==> src/hdl/mm4_pkg.sv <==
// Shared types and constants for the 4x4 fixed-point matrix multiplier.
// No dependencies; imported by every module of the block but mm4_ram.
package mm4_pkg;

    localparam int INDEX_W     = 4;   // column-major element index
    localparam int VALUE_W     = 32;  // element and product field width on the ports
    localparam int REQ_W       = 2;
    localparam int QUEUE_DEPTH = 4;

    localparam logic [REQ_W-1:0] REQ_LOAD_LEFT  = 2'd0;
    localparam logic [REQ_W-1:0] REQ_LOAD_RIGHT = 2'd1;
    localparam logic [REQ_W-1:0] REQ_MULTIPLY   = 2'd2;

    localparam logic [INDEX_W-1:0] LAST_INDEX = 4'd15;

    typedef enum logic [1:0]
    {
        KIND_LOAD_LEFT,
        KIND_LOAD_RIGHT,
        KIND_MULTIPLY
    } kind_t;

    typedef struct packed
    {
        kind_t               kind;
        logic [INDEX_W-1:0]  index;
        logic [VALUE_W-1:0]  value;
    } item_t;

    typedef enum logic [1:0]
    {
        BK_IDLE,
        BK_ISSUE,
        BK_WAIT
    } back_state_t;

endpackage

==> src/hdl/mm4_ram.sv <==
// Generic single-write, single-read RAM with registered read data.
// No dependencies; used for the left and right matrix stores.
module mm4_ram #(
    parameter int WIDTH = 32,
    parameter int DEPTH = 16
) (
    input  logic                     clk,
    input  logic                     wr_en,
    input  logic [$clog2(DEPTH)-1:0] wr_addr,
    input  logic [WIDTH-1:0]         wr_data,
    input  logic [$clog2(DEPTH)-1:0] rd_addr,
    output logic [WIDTH-1:0]         rd_data
);

    logic [WIDTH-1:0] mem [DEPTH];
    logic [WIDTH-1:0] rd_data_reg;

    always_ff @(posedge clk)
    begin
        if (wr_en)
        begin
            mem[wr_addr] <= wr_data;
        end
        rd_data_reg <= mem[rd_addr];
    end

    assign rd_data = rd_data_reg;

endmodule

==> src/hdl/mm4_front.sv <==
// Front end: accepts request words, classifies them and queues them for the back end.
// Depends on mm4_pkg.
module mm4_front
    import mm4_pkg::*;
(
    input  logic               clk,
    input  logic               rst_n,
    input  logic               s_tvalid,
    output logic               s_tready,
    input  logic [REQ_W-1:0]   req_type,
    input  logic [INDEX_W-1:0] element_index,
    input  logic [VALUE_W-1:0] element_value,
    output logic               q_valid,
    output item_t              q_item,
    input  logic               q_pop
);

    localparam int PTR_W = $clog2(QUEUE_DEPTH);
    localparam int CNT_W = $clog2(QUEUE_DEPTH + 1);
    localparam logic [PTR_W-1:0] PTR_LAST = PTR_W'(QUEUE_DEPTH - 1);
    localparam logic [CNT_W-1:0] CNT_FULL = CNT_W'(QUEUE_DEPTH);

    item_t            queue_reg [QUEUE_DEPTH];
    logic [PTR_W-1:0] wr_ptr_reg, wr_ptr_next;
    logic [PTR_W-1:0] rd_ptr_reg, rd_ptr_next;
    logic [CNT_W-1:0] count_reg, count_next;

    item_t classified;
    logic  keep;
    logic  push;

    always_comb
    begin
        classified.index = element_index;
        classified.value = element_value;
        classified.kind  = KIND_MULTIPLY;
        keep             = 1'b1;
        unique case (req_type)
            REQ_LOAD_LEFT:  classified.kind = KIND_LOAD_LEFT;
            REQ_LOAD_RIGHT: classified.kind = KIND_LOAD_RIGHT;
            REQ_MULTIPLY:   classified.kind = KIND_MULTIPLY;
            default:        keep = 1'b0;   // unused code: taken and dropped
        endcase
    end

    assign s_tready = (count_reg != CNT_FULL);
    assign push     = s_tvalid && s_tready && keep;
    assign q_valid  = (count_reg != '0);
    assign q_item   = queue_reg[rd_ptr_reg];

    always_comb
    begin
        wr_ptr_next = wr_ptr_reg;
        rd_ptr_next = rd_ptr_reg;
        count_next  = count_reg;
        if (push)
        begin
            wr_ptr_next = (wr_ptr_reg == PTR_LAST) ? '0 : wr_ptr_reg + 1'b1;
        end
        if (q_pop)
        begin
            rd_ptr_next = (rd_ptr_reg == PTR_LAST) ? '0 : rd_ptr_reg + 1'b1;
        end
        if (push && !q_pop)
        begin
            count_next = count_reg + 1'b1;
        end
        else if (!push && q_pop)
        begin
            count_next = count_reg - 1'b1;
        end
    end

    always_ff @(posedge clk or negedge rst_n)
    begin
        if (!rst_n)
        begin
            wr_ptr_reg <= '0;
            rd_ptr_reg <= '0;
            count_reg  <= '0;
        end
        else
        begin
            wr_ptr_reg <= wr_ptr_next;
            rd_ptr_reg <= rd_ptr_next;
            count_reg  <= count_next;
        end
    end

    always_ff @(posedge clk)
    begin
        if (push)
        begin
            queue_reg[wr_ptr_reg] <= classified;
        end
    end

endmodule

==> src/hdl/mm4_back.sv <==
// Back end: matrix stores, multiply-accumulate sequencer, scaling, saturation
// and output register. Depends on mm4_pkg and mm4_ram.
module mm4_back
    import mm4_pkg::*;
#(
    parameter int FRACTION_BITS = 16,
    parameter int ELEMENT_WIDTH = 32
) (
    input  logic               clk,
    input  logic               rst_n,
    input  logic               q_valid,
    input  item_t              q_item,
    output logic               q_pop,
    output logic               m_tvalid,
    input  logic               m_tready,
    output logic [INDEX_W-1:0] product_index,
    output logic [VALUE_W-1:0] product_value,
    output logic               last_of_run
);

    localparam int EW = ELEMENT_WIDTH;
    localparam int PW = 2 * EW;      // one exact product
    localparam int AW = 2 * EW + 2;  // exact sum of four products

    localparam logic signed [EW-1:0] SAT_MAX = {1'b0, {(EW-1){1'b1}}};
    localparam logic signed [EW-1:0] SAT_MIN = {1'b1, {(EW-1){1'b0}}};

    back_state_t state_reg, state_next;
    logic [INDEX_W-1:0] elem_reg, elem_next;
    logic [1:0]         k_reg, k_next;

    logic rd_issue;
    logic wr_left, wr_right;

    logic [EW-1:0] left_q, right_q;
    logic [3:0]    left_addr, right_addr;

    logic rd_v_reg, rd_first_reg, rd_last_reg;
    logic prod_v_reg, prod_first_reg, prod_last_reg;
    logic signed [PW-1:0] prod_reg;
    logic signed [AW-1:0] acc_reg;
    logic done_reg;
    logic load_out;

    logic signed [AW-1:0] shifted;
    logic signed [EW-1:0] saturated;
    logic                 fits;

    logic                 out_valid_reg;
    logic [INDEX_W-1:0]   out_index_reg;
    logic signed [EW-1:0] out_value_reg;
    logic                 out_last_reg;

    // Next state
    always_comb
    begin
        state_next = state_reg;
        elem_next  = elem_reg;
        k_next     = k_reg;
        unique case (state_reg)
            BK_IDLE:
            begin
                if (q_valid && (q_item.kind == KIND_MULTIPLY))
                begin
                    state_next = BK_ISSUE;
                    elem_next  = '0;
                    k_next     = '0;
                end
            end
            BK_ISSUE:
            begin
                k_next = k_reg + 1'b1;
                if (k_reg == 2'd3)
                begin
                    state_next = BK_WAIT;
                end
            end
            BK_WAIT:
            begin
                if (load_out)
                begin
                    if (elem_reg == LAST_INDEX)
                    begin
                        state_next = BK_IDLE;
                    end
                    else
                    begin
                        state_next = BK_ISSUE;
                        elem_next  = elem_reg + 1'b1;
                    end
                end
            end
            default: state_next = BK_IDLE;
        endcase
    end

    // Outputs of the sequencer
    always_comb
    begin
        q_pop    = 1'b0;
        rd_issue = 1'b0;
        wr_left  = 1'b0;
        wr_right = 1'b0;
        unique case (state_reg)
            BK_IDLE:
            begin
                q_pop    = q_valid;
                wr_left  = q_valid && (q_item.kind == KIND_LOAD_LEFT);
                wr_right = q_valid && (q_item.kind == KIND_LOAD_RIGHT);
            end
            BK_ISSUE: rd_issue = 1'b1;
            BK_WAIT:  rd_issue = 1'b0;
            default:  rd_issue = 1'b0;
        endcase
    end

    // left(k,row) at k*4+row, right(col,k) at col*4+k
    assign left_addr  = {k_reg, elem_reg[1:0]};
    assign right_addr = {elem_reg[3:2], k_reg};

    mm4_ram #(.WIDTH(EW), .DEPTH(16)) u_left_ram
    (
        .clk     (clk),
        .wr_en   (wr_left),
        .wr_addr (q_item.index),
        .wr_data (q_item.value[EW-1:0]),
        .rd_addr (left_addr),
        .rd_data (left_q)
    );

    mm4_ram #(.WIDTH(EW), .DEPTH(16)) u_right_ram
    (
        .clk     (clk),
        .wr_en   (wr_right),
        .wr_addr (q_item.index),
        .wr_data (q_item.value[EW-1:0]),
        .rd_addr (right_addr),
        .rd_data (right_q)
    );

    // Floor shift, then saturate when the upper bits are not a pure sign extension
    always_comb
    begin
        shifted   = acc_reg >>> FRACTION_BITS;
        fits      = (shifted[AW-1:EW-1] == '0) || (shifted[AW-1:EW-1] == '1);
        saturated = fits ? shifted[EW-1:0] : (shifted[AW-1] ? SAT_MIN : SAT_MAX);
    end

    assign load_out = done_reg && (!out_valid_reg || m_tready);

    always_ff @(posedge clk or negedge rst_n)
    begin
        if (!rst_n)
        begin
            state_reg     <= BK_IDLE;
            elem_reg      <= '0;
            k_reg         <= '0;
            rd_v_reg      <= 1'b0;
            rd_first_reg  <= 1'b0;
            rd_last_reg   <= 1'b0;
            prod_v_reg    <= 1'b0;
            prod_first_reg <= 1'b0;
            prod_last_reg <= 1'b0;
            done_reg      <= 1'b0;
            out_valid_reg <= 1'b0;
        end
        else
        begin
            state_reg      <= state_next;
            elem_reg       <= elem_next;
            k_reg          <= k_next;
            rd_v_reg       <= rd_issue;
            rd_first_reg   <= rd_issue && (k_reg == 2'd0);
            rd_last_reg    <= rd_issue && (k_reg == 2'd3);
            prod_v_reg     <= rd_v_reg;
            prod_first_reg <= rd_first_reg;
            prod_last_reg  <= rd_last_reg;
            if (prod_v_reg && prod_last_reg)
            begin
                done_reg <= 1'b1;
            end
            else if (load_out)
            begin
                done_reg <= 1'b0;
            end
            if (load_out)
            begin
                out_valid_reg <= 1'b1;
            end
            else if (m_tready)
            begin
                out_valid_reg <= 1'b0;
            end
        end
    end

    always_ff @(posedge clk)
    begin
        if (rd_v_reg)
        begin
            prod_reg <= $signed(left_q) * $signed(right_q);
        end
        if (prod_v_reg)
        begin
            acc_reg <= (prod_first_reg ? AW'(0) : acc_reg) + AW'(prod_reg);
        end
        if (load_out)
        begin
            out_index_reg <= elem_reg;
            out_value_reg <= saturated;
            out_last_reg  <= (elem_reg == LAST_INDEX);
        end
    end

    assign m_tvalid      = out_valid_reg;
    assign product_index = out_index_reg;
    assign product_value = VALUE_W'(out_value_reg);
    assign last_of_run   = out_last_reg;

endmodule

==> src/hdl/matrix4_multiply.sv <==
// Top level of the 4x4 signed fixed-point matrix multiplier.
// Depends on mm4_pkg, mm4_front and mm4_back.

// Load words (tuser 0 left, 1 right) write one column-major element of a matrix and
// produce nothing; code 3 is taken and dropped. A multiply word (tuser 2) yields 16 words,
// element index 0..15 in order, tlast on the last, each the floor-scaled and saturated sum
// over k of left(k,row)*right(col,k). Words pass a 4-deep queue; the back end takes one
// load per cycle while idle, not while a multiply runs. In a multiply, one shared multiplier
// fed by one read port on each matrix RAM does four products per element, through the
// read, multiply and accumulate pipeline. Elements must be written before they are used.
module matrix4_multiply
    import mm4_pkg::*;
#(
    parameter int FRACTION_BITS = 16,
    parameter int ELEMENT_WIDTH = 32
) (
    input  logic        clk,
    input  logic        rst_n,
    input  logic        s_tvalid,
    output logic        s_tready,
    input  logic [39:0] s_tdata,   // element_index[3:0], element_value[35:4], zero pad
    input  logic [1:0]  s_tuser,   // req_type[1:0]
    output logic        m_tvalid,
    input  logic        m_tready,
    output logic [39:0] m_tdata,   // product_index[3:0], product_value[35:4], zero pad
    output logic        m_tlast
);

    logic               q_valid;
    item_t              q_item;
    logic               q_pop;
    logic [INDEX_W-1:0] product_index;
    logic [VALUE_W-1:0] product_value;

    mm4_front u_front
    (
        .clk           (clk),
        .rst_n         (rst_n),
        .s_tvalid      (s_tvalid),
        .s_tready      (s_tready),
        .req_type      (s_tuser),
        .element_index (s_tdata[3:0]),
        .element_value (s_tdata[35:4]),
        .q_valid       (q_valid),
        .q_item        (q_item),
        .q_pop         (q_pop)
    );

    mm4_back #(
        .FRACTION_BITS (FRACTION_BITS),
        .ELEMENT_WIDTH (ELEMENT_WIDTH)
    ) u_back
    (
        .clk           (clk),
        .rst_n         (rst_n),
        .q_valid       (q_valid),
        .q_item        (q_item),
        .q_pop         (q_pop),
        .m_tvalid      (m_tvalid),
        .m_tready      (m_tready),
        .product_index (product_index),
        .product_value (product_value),
        .last_of_run   (m_tlast)
    );

    assign m_tdata = {4'b0, product_value, product_index};

endmodule

==> config.mk <==
export PLATFORM = sky130hd
export DESIGN_NAME = matrix4_multiply
export DESIGN_NICKNAME = d
export VERILOG_FILES = /design/src/hdl/mm4_pkg.sv /design/src/hdl/mm4_ram.sv /design/src/hdl/mm4_front.sv /design/src/hdl/mm4_back.sv /design/src/hdl/matrix4_multiply.sv
export SDC_FILE = /design/constraint.sdc
export NUM_CORES = 2
export LEC_CHECK = 0
export BUFFER_PORTS_ARGS = -buffer_cell sky130_fd_sc_hd__clkbuf_2
export CAP_MARGIN = 25
export CORE_ASPECT_RATIO = 1.5
export CORE_MARGIN = 3
export CORE_UTILIZATION = 50
export DETAILED_ROUTE_END_ITERATION = 12
export GPL_ROUTABILITY_DRIVEN = 0
export PLACE_DENSITY_LB_ADDON = 0.2
export SYNTH_ARGS = -nofsm -noshare
export SYNTH_HDL_FRONTEND = slang
export SYNTH_SLANG_ARGS = --single-unit
==> constraint.sdc <==
create_clock -name clk -period 19.6 [get_ports clk]
set_input_delay 3.92 -clock clk [delete_from_list [all_inputs] [get_ports clk]]
set_output_delay 3.92 -clock clk [all_outputs]
set_load 0.02 [all_outputs]
==> impl_results.md <==
- CP top delay family: adder cells
- Netlist cell types: 94
- Adder-cell share of the synthesized area: 0.270
- RSZ-0062 raised after global routing: false
- Hold Crit Class: register to register
- DP Cell Count: 8,858
- Final HPWL from detailed placement: 148 mm
- Hold buffer count at cts: 0
- Via Count: about 51,000
- Core area: 183,000 µm²
- Setup_tns: 0 ns
- Initial antenna violation count: 2
- CP max stage delay: 1.11 ns
- DRT Pass-1 Iters: 8
- Slowest stage cell, crit path: fa_1
- Share of cells above drive strength 1: 0.128
- Main combinational cell family by area after synthesis: adder cells
- Top_reg_cell synth: edfxtp_1
- Netlist Area Pre-Place: ~90,000 µm²
- Ys Warns: 0
- Clock Skews: ~0.040 ns
- Critical path class: register to register
- Worst-margin pin slew: 1.07 ns
- Setup violators final: 0
- Post-cts resize count: 0
- Global-route wire length before repair: 335 mm
- Worst-Skew Late Latency: 0.80 ns
- Avg Inst Size Synth: 14.0 µm²
- Commonest non-fill, non-tap cells in the layout: edfxtp_1, fa_1, inv_1, nand2_1, and2_1
- Cell mode on critical path: fa_1
- Post-synthesis mux area share: 0.0877
- Die Width: 357 µm
- Sink Count: 1,430
- Worst-case clock buffer depth: 3
- DRC: 0
- Hold Vio Cnt, Final: 0
- Routed Antenna Nets: 0
- Final Max Tran Viols: 0
- CTS root buf: clkbuf_16
- IO buf count: 80
- Critical path peak fanout: 32
- Area Overhead vs Synth: 8.46%
- Clk pin slew, worst setup/hold paths: approximately 0.070 ns
- Crit end category: register
- Total Wirelength: 215 mm
- Synth Instances: 6,594
- Seq cells post-synth: roughly 1,400
- Worst path arrival time: between 9 and 10 ns
- Final period utilization: 0.465
- Via density: 5.64
- # IOs: 89
- Initial Utilization: 0.505
- CP Launch Type: register
- Xor-xnor portion of the synthesized cell area: 0.0128
- Crit path buffers/inverters: 6
- Grt ovf: 0
- Crit path time final: 9.12 ns
- Full die area: 190,000 µm²
- Die extent in y: 533 µm
- Register area share after synthesis: 0.456
- Worst slew margin: 0.285
- Row count: ~190
- Post-Layout Cell Count: between 9,000 and 10,000
- Number of synthesized flops with an enable pin: 1,343
- Async set or reset register ratio after synthesis: 0.0161
- Maxcap violations: 0
- Fmax: 110 MHz
- Post-CTS setup buffers: 0
- H-tree Lvls: 4
- Largest net degree at the start of global routing: 67
- CTS tree: built
- Routed length per placed instance: 23.6 µm
- Required @ worst endpoint: 20.12 ns
- 1st-iter DRT viols: 3,375
- Tot GR Track Use: 0.233
- CTS Buf Count: 137
- Synth Area in Compound Gates: 0.0362
- Net total in the final layout: 7,963
- Number of global-route vias before repair: 57,100
- Outcome: finished clean
- Fill count: 14,800
- Simple-gate area share of the yosys netlist: 0.0827
- Commonest non-fill, non-tap cell in the layout: edfxtp_1
==> cell usage after synthesis (18+ instances only) <==
master	count	area share
edfxtp_1	1343	0.44
fa_1	1084	0.23
inv_1	982	0.040
nand2_1	585	0.024
and2_1	541	0.037
mux4_2	358	0.087
clkbuf_1	296	0.012
ha_1	258	0.035
a21oi_1	147	0.0080
nor2_1	129	0.0052
a21o_1	99	0.0080
xnor2_1	97	0.0092
nor2b_1	88	0.0060
dfxtp_1	64	0.014
o21ai_0	62	0.0034
xor2_1	38	0.0036
nand4_1	32	0.0022
o21bai_1	32	0.0026
buf_1	25	0.0010
nand2b_1	25	0.0017
dfrtp_1	23	0.0062
nand3_1	18	0.00097
==> through the flow <==
stage                     cell area, µm²  hold slack [ns]  worst slack, ns  utilization
final                             100000            0.350            10.48        0.548
after global routing              100000            0.368             9.91        0.548
after CTS                         100000            0.351            10.42        0.547
after detailed placement           95700            0.336            10.45        0.523
after global placement             95600            0.333            10.54        0.522
after floorplan                    92500            0.331            11.80            -
==> final cells by class <==
type / instances / area (µm²) / area share
multi-input combinational: 3836 / 45500 / 0.454
sequential: 1430 / 42200 / 0.421
clock buffer: 190 / 3740 / 0.0373
inverter: 983 / 3690 / 0.0368
tap: 2425 / 3030 / 0.0303
timing repair buffer: 187 / 1330 / 0.0133
clock inverter: 53 / 767 / 0.00765
antenna: 1 / 2.50 / 0.0000250
==> worst reg2reg max path, stage by stage, from the launching register on <==
cell and delay, ns:
dfxtp_1 0.31, buf_4 0.38, nand2_1 0.21, inv_1 0.16
fa_1 0.47, fa_1 0.50, fa_1 1.11, inv_1 0.18
fa_1 0.63, inv_1 0.62, fa_1 0.57, fa_1 0.55
inv_1 0.05, fa_1 0.47, inv_1 0.05, fa_1 0.45
ha_1 0.37, a21o_1 0.21, a21o_1 0.17, a21oi_1 0.19
o21ai_0 0.11, a21oi_1 0.14, o21ai_0 0.15, nor4_1 0.40
o31ai_1 0.14, a21oi_1 0.19, xnor2_1 0.09
==> worst paths after layout <==
check	slack, ns	cells past startpoint	from	endpoint
setup / recovery	10.48	26	u_back.u_right_ram.rd_data[2]	u_back.prod_reg[63]
hold / removal	0.35	0	u_back.rd_last_reg	u_back.prod_last_reg
setup reg to reg	10.48	26	u_back.u_right_ram.rd_data[2]	u_back.prod_reg[63]
hold reg to reg	0.35	0	u_back.rd_last_reg	u_back.prod_last_reg
max in group asynchronous	15.97	1	rst_n	u_back.k_reg[1]
min in group asynchronous	3.14	1	rst_n	u_front.count_reg[1]
==> layer usage <==
| layer | vias up | GRT usage | part of all wire | wire length [µm] |
|---|---|---|---|---|
| met5 | - | 0 | 0 | 0 |
| met4 | 0 | 0.0768 | 0.033 | 7040 |
| met3 | 415 | 0.0291 | 0.047 | 10100 |
| met2 | 1431 | 0.432 | 0.55 | 118000 |
| met1 | 27400 | 0.279 | 0.37 | 80200 |
| li1 | 22100 | - | - | - |
==> cells by family (layout without fill, tap and decap cells) <==
kind of cell	count (synthesis)	count (layout)
and+or+nand+nor	1503	1503
AOI/OAI and AO/OA	490	490
adders and majority gates	1342	1342
other	1	5
muxes	362	362
DFF	1430	1430
xor gates and xnor gates	135	135
buffers and inverters	1331	1413
Power is not shown: default switching activity piles up to over one toggle a cycle in this logic, so the estimate is an artifact.
